`config.mk`:
```
export PLATFORM = sky130hd
export DESIGN_NAME = file_name_validity_checker_top
export DESIGN_NICKNAME = d
export VERILOG_FILES = /design/src/hdl/fnvc_pkg.sv /design/src/hdl/fnvc_front.sv /design/src/hdl/fnvc_queue.sv /design/src/hdl/fnvc_back.sv /design/src/hdl/file_name_validity_checker_top.sv
export SDC_FILE = /design/constraint.sdc
export NUM_CORES = 1
export LEC_CHECK = 0
export ABC_AREA = 1
export BUFFER_PORTS_ARGS = -buffer_cell sky130_fd_sc_hd__buf_2
export CAP_MARGIN = 25
export CORE_ASPECT_RATIO = 0.8
export CORE_UTILIZATION = 60
export CTS_BUF_LIST = sky130_fd_sc_hd__clkbuf_8 sky130_fd_sc_hd__clkbuf_16
export DETAILED_ROUTE_END_ITERATION = 6
export PLACE_DENSITY = 0.85
export SYNTH_ARGS = -nofsm -noshare
export SYNTH_HDL_FRONTEND = slang
export SYNTH_SLANG_ARGS = --single-unit
export TNS_END_PERCENT = 30
```
`constraint.sdc`:
```
create_clock -name clk -period 2.8 [get_ports clk]
set_input_delay 0.56 -clock clk [delete_from_list [all_inputs] [get_ports clk]]
set_output_delay 0.56 -clock clk [all_outputs]
set_load 0.03 [all_outputs]
```
`src/hdl/fnvc_pkg.sv`:
```
// Shared types and constants for the file name checker.
package fnvc_pkg;

	localparam int MAX_NAME_LENGTH = 256;
	localparam int CNT_W           = $clog2(MAX_NAME_LENGTH + 1);
	localparam int LEAD_DEPTH      = 6;
	localparam int LEAD_IDX_W      = 3;
	localparam int CHAR_W          = 16;
	localparam int CODE_W          = 7;
	localparam int QUEUE_DEPTH     = 2;

	typedef logic [CHAR_W-1:0] char_t;
	typedef logic [CODE_W-1:0] code_t;

	typedef enum logic [1:0] {
		VERDICT_VALID     = 2'd0,
		VERDICT_LEAD_DOT  = 2'd1,
		VERDICT_DOTS_ONLY = 2'd2,
		VERDICT_INVALID   = 2'd3
	} verdict_t;

	// One classified character as it travels through the queue.
	typedef struct packed {
		logic  term;
		logic  dot;
		logic  bad;
		code_t code;   // upper-case folded ASCII, zero for anything above 0x7F
	} class_t;

	localparam char_t CHAR_NUL = 16'h0000;
	localparam char_t CHAR_DOT = 16'h002E;

	localparam code_t CH_DOLLAR = 7'h24;
	localparam code_t CH_ONE    = 7'h31;
	localparam code_t CH_NINE   = 7'h39;
	localparam code_t CH_A      = 7'h41;
	localparam code_t CH_C      = 7'h43;
	localparam code_t CH_K      = 7'h4B;
	localparam code_t CH_L      = 7'h4C;
	localparam code_t CH_M      = 7'h4D;
	localparam code_t CH_N      = 7'h4E;
	localparam code_t CH_O      = 7'h4F;
	localparam code_t CH_P      = 7'h50;
	localparam code_t CH_R      = 7'h52;
	localparam code_t CH_T      = 7'h54;
	localparam code_t CH_U      = 7'h55;
	localparam code_t CH_X      = 7'h58;

endpackage

```
`src/hdl/fnvc_front.sv`:
```
// Front end: accepts characters and classifies them for the queue.
module fnvc_front
	import fnvc_pkg::*;
(
	input  logic   char_valid,
	output logic   char_ready,
	input  char_t  character,
	input  logic   queue_full,
	output logic   push,
	output class_t push_data
);

	logic forbidden;

	assign char_ready = !queue_full;
	assign push       = char_valid && !queue_full;

	always_comb begin
		if (character < 16'h0020) begin
			forbidden = 1'b1;
		end else if (character >= 16'h0040) begin
			forbidden = character inside {16'h005C, 16'h007C};
		end else begin
			forbidden = character inside {16'h0022, 16'h002A, 16'h002F, 16'h003A,
				16'h003C, 16'h003E, 16'h003F};
		end
	end

	always_comb begin
		push_data.term = (character == CHAR_NUL);
		push_data.dot  = (character == CHAR_DOT);
		push_data.bad  = forbidden;
		if (character inside {[16'h0061:16'h007A]}) begin
			push_data.code = character[CODE_W-1:0] & ~code_t'(7'h20);
		end else if (character < 16'h0080) begin
			push_data.code = character[CODE_W-1:0];
		end else begin
			push_data.code = '0;
		end
	end

endmodule

```
`src/hdl/fnvc_queue.sv`:
```
// Two-entry queue that decouples the front end from the back end.
module fnvc_queue
	import fnvc_pkg::*;
(
	input  logic   clk,
	input  logic   arst_n,
	input  logic   push,
	input  class_t push_data,
	output logic   full,
	input  logic   pop,
	output class_t pop_data,
	output logic   empty
);

	class_t     mem_q [QUEUE_DEPTH];
	logic       wr_ptr_q;
	logic       rd_ptr_q;
	logic [1:0] fill_q;

	assign full     = (fill_q == 2'(QUEUE_DEPTH));
	assign empty    = (fill_q == 2'd0);
	assign pop_data = mem_q[rd_ptr_q];

	always_ff @(posedge clk) begin
		if (push) begin
			mem_q[wr_ptr_q] <= push_data;
		end
	end

	always_ff @(posedge clk or negedge arst_n) begin
		if (!arst_n) begin
			wr_ptr_q <= 1'b0;
			rd_ptr_q <= 1'b0;
			fill_q   <= 2'd0;
		end else begin
			if (push) begin
				wr_ptr_q <= ~wr_ptr_q;
			end
			if (pop) begin
				rd_ptr_q <= ~rd_ptr_q;
			end
			case ({push, pop})
				2'b10:   fill_q <= fill_q + 2'd1;
				2'b01:   fill_q <= fill_q - 2'd1;
				default: fill_q <= fill_q;
			endcase
		end
	end

endmodule

```
`src/hdl/fnvc_back.sv`:
```
// Back end: accumulates name state per character and issues the verdict.
module fnvc_back
	import fnvc_pkg::*;
(
	input  logic     clk,
	input  logic     arst_n,
	input  logic     queue_empty,
	input  class_t   pop_data,
	output logic     pop,
	output logic     verdict_valid,
	input  logic     verdict_ready,
	output verdict_t verdict
);

	logic [CNT_W-1:0] count_q;
	logic [CNT_W-1:0] first_dot_q;
	logic             dot_seen_q;
	logic             non_dot_q;
	logic             bad_q;
	code_t            lead_q [LEAD_DEPTH];
	logic             out_valid_q;
	verdict_t         out_verdict_q;

	logic             out_free;
	logic             below_max;
	logic [CNT_W-1:0] stem;
	logic             reserved;
	verdict_t         decision;

	assign out_free      = !out_valid_q || verdict_ready;
	assign pop           = !queue_empty && (!pop_data.term || out_free);
	assign below_max     = (count_q < CNT_W'(MAX_NAME_LENGTH));
	assign stem          = dot_seen_q ? first_dot_q : count_q;
	assign verdict_valid = out_valid_q;
	assign verdict       = out_verdict_q;

	always_comb begin
		reserved = 1'b0;
		if (stem == CNT_W'(3)) begin
			reserved = (lead_q[0] == CH_A && lead_q[1] == CH_U && lead_q[2] == CH_X) ||
				(lead_q[0] == CH_C && lead_q[1] == CH_O && lead_q[2] == CH_N) ||
				(lead_q[0] == CH_N && lead_q[1] == CH_U && lead_q[2] == CH_L) ||
				(lead_q[0] == CH_P && lead_q[1] == CH_R && lead_q[2] == CH_N);
		end else if (stem == CNT_W'(4)) begin
			reserved = ((lead_q[0] == CH_C && lead_q[1] == CH_O && lead_q[2] == CH_M) ||
				(lead_q[0] == CH_L && lead_q[1] == CH_P && lead_q[2] == CH_T)) &&
				lead_q[3] >= CH_ONE && lead_q[3] <= CH_NINE;
		end else if (stem == CNT_W'(6)) begin
			reserved = lead_q[0] == CH_C && lead_q[1] == CH_L && lead_q[2] == CH_O &&
				lead_q[3] == CH_C && lead_q[4] == CH_K && lead_q[5] == CH_DOLLAR;
		end
	end

	always_comb begin
		if (bad_q || !below_max) begin
			decision = VERDICT_INVALID;
		end else if (!non_dot_q) begin
			decision = VERDICT_DOTS_ONLY;
		end else if (dot_seen_q && first_dot_q == '0) begin
			decision = VERDICT_LEAD_DOT;
		end else if (reserved) begin
			decision = VERDICT_INVALID;
		end else begin
			decision = VERDICT_VALID;
		end
	end

	// Leading characters need no reset: only entries written for this name are read.
	always_ff @(posedge clk) begin
		if (pop && !pop_data.term && count_q < CNT_W'(LEAD_DEPTH)) begin
			lead_q[count_q[LEAD_IDX_W-1:0]] <= pop_data.code;
		end
	end

	always_ff @(posedge clk) begin
		if (pop && pop_data.term) begin
			out_verdict_q <= decision;
		end
	end

	always_ff @(posedge clk or negedge arst_n) begin
		if (!arst_n) begin
			count_q     <= '0;
			first_dot_q <= '0;
			dot_seen_q  <= 1'b0;
			non_dot_q   <= 1'b0;
			bad_q       <= 1'b0;
			out_valid_q <= 1'b0;
		end else begin
			if (pop && pop_data.term) begin
				out_valid_q <= 1'b1;
			end else if (verdict_ready) begin
				out_valid_q <= 1'b0;
			end
			if (pop) begin
				if (pop_data.term) begin
					count_q     <= '0;
					first_dot_q <= '0;
					dot_seen_q  <= 1'b0;
					non_dot_q   <= 1'b0;
					bad_q       <= 1'b0;
				end else if (below_max) begin
					if (pop_data.dot) begin
						if (!dot_seen_q) begin
							dot_seen_q  <= 1'b1;
							first_dot_q <= count_q;
						end
					end else begin
						non_dot_q <= 1'b1;
						if (pop_data.bad) begin
							bad_q <= 1'b1;
						end
					end
					count_q <= count_q + CNT_W'(1);
				end
			end
		end
	end

	a_count_bounded: assert property (@(posedge clk) disable iff (!arst_n)
		count_q <= CNT_W'(MAX_NAME_LENGTH))
		else $error("character count passed the length limit");

	a_dot_pos_clear: assert property (@(posedge clk) disable iff (!arst_n)
		!dot_seen_q |-> first_dot_q == '0)
		else $error("first dot position set without a dot");

	a_dot_in_name: assert property (@(posedge clk) disable iff (!arst_n)
		dot_seen_q |-> first_dot_q < count_q)
		else $error("first dot lies beyond the characters taken");

	a_term_yields_verdict: assert property (@(posedge clk) disable iff (!arst_n)
		(pop && pop_data.term) |=> (out_valid_q && count_q == '0))
		else $error("terminator did not produce a verdict");

endmodule

```
`src/hdl/file_name_validity_checker_top.sv`:
```
// Top level of the file name validity checker: front end, queue and back end.
//
//  channel    valid          ready          payload
//  ---------  -------------  -------------  -------------------------------
//  input      char_valid     char_ready     character[15:0], 0 ends a name
//  output     verdict_valid  verdict_ready  verdict[1:0], one per name
//
// One character per cycle sustained while verdicts are taken; the front end
// takes a character every cycle while the two-entry queue has room, and the
// back end drains one entry per cycle unless a terminator waits on a stalled
// verdict. A verdict is registered at the edge that pops its terminator from the
// queue. arst_n clears all control state; no clearing pass is needed.
// A stalled verdict holds the terminator in the queue, while characters of
// the next name keep flowing until the queue fills.
module file_name_validity_checker_top
	import fnvc_pkg::*;
(
	input  logic        clk,
	input  logic        arst_n,
	input  logic        char_valid,
	output logic        char_ready,
	input  logic [15:0] character,
	output logic        verdict_valid,
	input  logic        verdict_ready,
	output logic [1:0]  verdict
);

	class_t   push_data;
	class_t   pop_data;
	logic     push;
	logic     pop;
	logic     queue_full;
	logic     queue_empty;
	verdict_t verdict_code;

	// Classify the incoming transaction and push it when the queue has room.
	fnvc_front u_front (
		.char_valid (char_valid),
		.char_ready (char_ready),
		.character  (character),
		.queue_full (queue_full),
		.push       (push),
		.push_data  (push_data)
	);

	// Hold classified characters so each side can stall on its own.
	fnvc_queue u_queue (
		.clk       (clk),
		.arst_n    (arst_n),
		.push      (push),
		.push_data (push_data),
		.full      (queue_full),
		.pop       (pop),
		.pop_data  (pop_data),
		.empty     (queue_empty)
	);

	// Advance the name state and register the verdict on each terminator.
	fnvc_back u_back (
		.clk           (clk),
		.arst_n        (arst_n),
		.queue_empty   (queue_empty),
		.pop_data      (pop_data),
		.pop           (pop),
		.verdict_valid (verdict_valid),
		.verdict_ready (verdict_ready),
		.verdict       (verdict_code)
	);

	assign verdict = verdict_code;

endmodule
```
==> flow_summary.ini <==
[finish]
antenna_cells = 0
multi_input_area_um2 = 1290
final_cells = 555
drive_gt1_frac = 0.113
area_delta_synth_final_pct = 11.8
final_cell_mix = nand2_1 (98), nor2_1 (70), edfxtp_1 (64)
fin_util = 0.707
fillers = 472
final_common_cell = nand2_1
nets = 488
seqCellArea_um2 = 2570
final_area_um2 = 4600

[synth]
synthXorXnorAreaFrac = 0.00852
synth_compound_area_frac = 0.0654
ys_types = 30
synthDominantCellAreaShare = 0.468
synth_top_family_by_area = simple AND/OR/NAND/NOR gates
synth_flop_cell = edfxtp_1
synth-simple-area-share = 0.230
synth_fp_nets = 452
synth-adder-area-share = 0.00609
async_flop_share = 0.289
ys_seq_area_frac = 0.626
yosys-top-cells-area = edfxtp_1 (47%), dfrtp_1 (16%), nand2_1 (8.9%)
synth_edf_count = 64
syn_inst = 430
yosysWarnings = 0
synth.avg_cell_area_um2 = 9.56
muxShareOfSynthArea = 0.00244
ys_ff_latch = 90
synth_top_cell_by_area = edfxtp_1
synthesis.area_um2 = 4110

[pwr]
power_leakage_nw = 1.94
pwr-share-clk = 0.222
seqPwrFrac = 0.470
combPwrFrac = 0.308
vdd_drop_max_uv = 853
internal_power_mw = 2.95
p_per_area_nw_per_um2 = 1010
switching_share = 0.365
power.switching_mw = 1.70
finalPower_mw = 4.65

[timing]
skew_ns = 0.00977
fin_crit_sh = 0.774
setup_violations = 0
slew_headroom = 0.438
fmax_ghz = 0.462
timing.hold.ws_ns = 0.195
drv_slew = 0
tightest_slew_ns = 0.840
setup_slack_ns = 0.634
finalCriticalPeriod_ns = 2.17
rsz0062_at_grt = no
finalSetupTns_ns = 0
finalHoldViolCount = 0

[clocking]
cts.sinks = 90
holdBufCountCts = 0
clockBufferDepth = 2
numCtsBuffers = 9
clk_pin_slew_worst_paths_ns = 0.09
insertion_delay_ns = 0.36
post_cts_buffers = 0
cts_tree = built
htree_levels = 3
cts_resized = 0
root_buffer = clkbuf_8

[placed_design]
post-place-ws_ns = 0.671
portBuffers = 23
gp_congestion = 0.864
place_hpwl_um = 5840
placedCellCount = 539
postPlaceCellArea_um2 = 4360

[routing]
first_pass_iters = 5
routed_wl_um = 8080
wl_per_cell_um = 14.6
vias = 3073
ant_nets = 0
drt_iter0_drc = 218
vias_per_cell = 5.54
drc = 0

[floorplanning]
die_y_um = 76.0
fp.coreArea_um2 = 6510
die_w_um = 94.5
row_count = 26
start_util = 0.632
io_pins = 24
die-area_um2 = 7190

[grt]
track_usage = 0.254
grt_antenna_before_repair = 0
first_global_vias = 3042
gr-total-overflow = 0
grt_max_degree = 27
grt_pass1_wl_um = 13600

[min_path]
hold_path_class = input port to asynchronous set/reset pin

[setup_path]
max_stage_delay_ns = 0.59
slowest_stage = dfrtp_1
crit_fanout = 12
path_buf_inv = 2
critPathKind = flip-flop to flip-flop
cp_data_required_time_ns = 2.87
end_kind = flip-flop
startpoint_type = flip-flop
cp_top_family = simple AND/OR/NAND/NOR gates
arrival_ns = 2.24
path_cells = inv_2, nand2_2, nand2_4, nor4_1, nand2_1, nor3_1, buf_4

[run_status]
status = completed

[run]
max-cap-violations = 0
sequential cells by signal, summed over array words and instances, names as in the netlist:
name / flops
u_back.verdict_valid: 1
u_back.lead_q: 42
u_back.dot_seen_q: 1
u_queue.mem_q: 20
u_queue.fill_q: 2
u_back.verdict: 2
u_back.first_dot_q: 9
u_back.bad_q: 1
u_back.non_dot_q: 1
u_queue.rd_ptr_q: 1
u_queue.wr_ptr_q: 1
u_back.count_q: 9
kinds of logic (layout without fill, tap and decap cells):
kind of cell	after synthesis	in the layout
multiplexers	1	1
AO/OA/AOI/OAI	45	45
AND/OR/NAND/NOR	222	222
flip-flops	90	90
XOR/XNOR	4	4
adder cells (fa/ha/maj)	2	2
buffers and inverters	66	107
synth_stat cells (2+ instances only):
cell and count:
nand2_2 3, o211ai_1 2, ha_1 2, buf_2 3, a21oi_1 8, edfxtp_1 64
nand2_4 2, o22ai_1 8, inv_1 61, nand2_1 98, nor4_1 4, nor3_1 12
nand3b_1 6, xor2_1 2, nor2_1 70, nand3_1 22, dfrtp_1 26, o21ai_1 3
nand4_1 4, o21ai_0 19, xnor2_1 2
routing by layer:
metal,vias to the layer above,global-route usage,part of all wire
met3,20,0.0858,0.086
li1,1500,-,-
met4,0,0.127,0.026
met5,-,0,0
met2,144,0.404,0.49
met1,1409,0.310,0.40
final cells by class:
type                    count  area share
flip-flops and latches     90       0.560
clock inverters             7      0.0253
well taps                  84      0.0229
multi-input cells         274       0.280
clock buffers               9      0.0269
inverters                  62      0.0506
repair buffers             29      0.0348
worst reg2reg max path, cell delays in order (launching register included):
cell	delay, ns
dfrtp_1	0.59
inv_2	0.16
nand2_2	0.11
nand2_4	0.08
nor4_1	0.40
nand2_1	0.16
nor3_1	0.19
buf_4	0.19
power by group through the flow:
| stage | registers (mW) | clock network, mW | logic (mW) |
|---|---|---|---|
| after floorplan | 2.13 | 0 | 1.03 |
| after global placement | 2.19 | 0 | 1.35 |
| after detailed placement | 2.20 | 0 | 1.40 |
| after CTS | 2.18 | 1.04 | 1.42 |
| after global routing | 2.22 | 1.10 | 1.62 |
| final | 2.18 | 1.03 | 1.43 |
path summary, 6_finish.rpt:
check	end	depth (start not counted)	slack, ns	start
max reg2reg	u_back.lead_q[0][1]$_DFFE_PP_	7	0.63	u_queue.rd_ptr_q$_DFFE_PN0P_
max in group asynchronous	u_back.count_q[1]$_DFFE_PN0P_	1	2.21	arst_n
min reg2reg	u_queue.fill_q[1]$_DFFE_PN0P_	1	0.52	u_queue.fill_q[1]$_DFFE_PN0P_
min in group clk	u_queue.wr_ptr_q$_DFFE_PN0P_	3	0.46	char_valid
max	u_back.lead_q[0][1]$_DFFE_PP_	7	0.63	u_queue.rd_ptr_q$_DFFE_PN0P_
min	u_back.first_dot_q[3]$_DFFE_PN0P_	1	0.19	arst_n
Power figures use the tool's default switching activity.
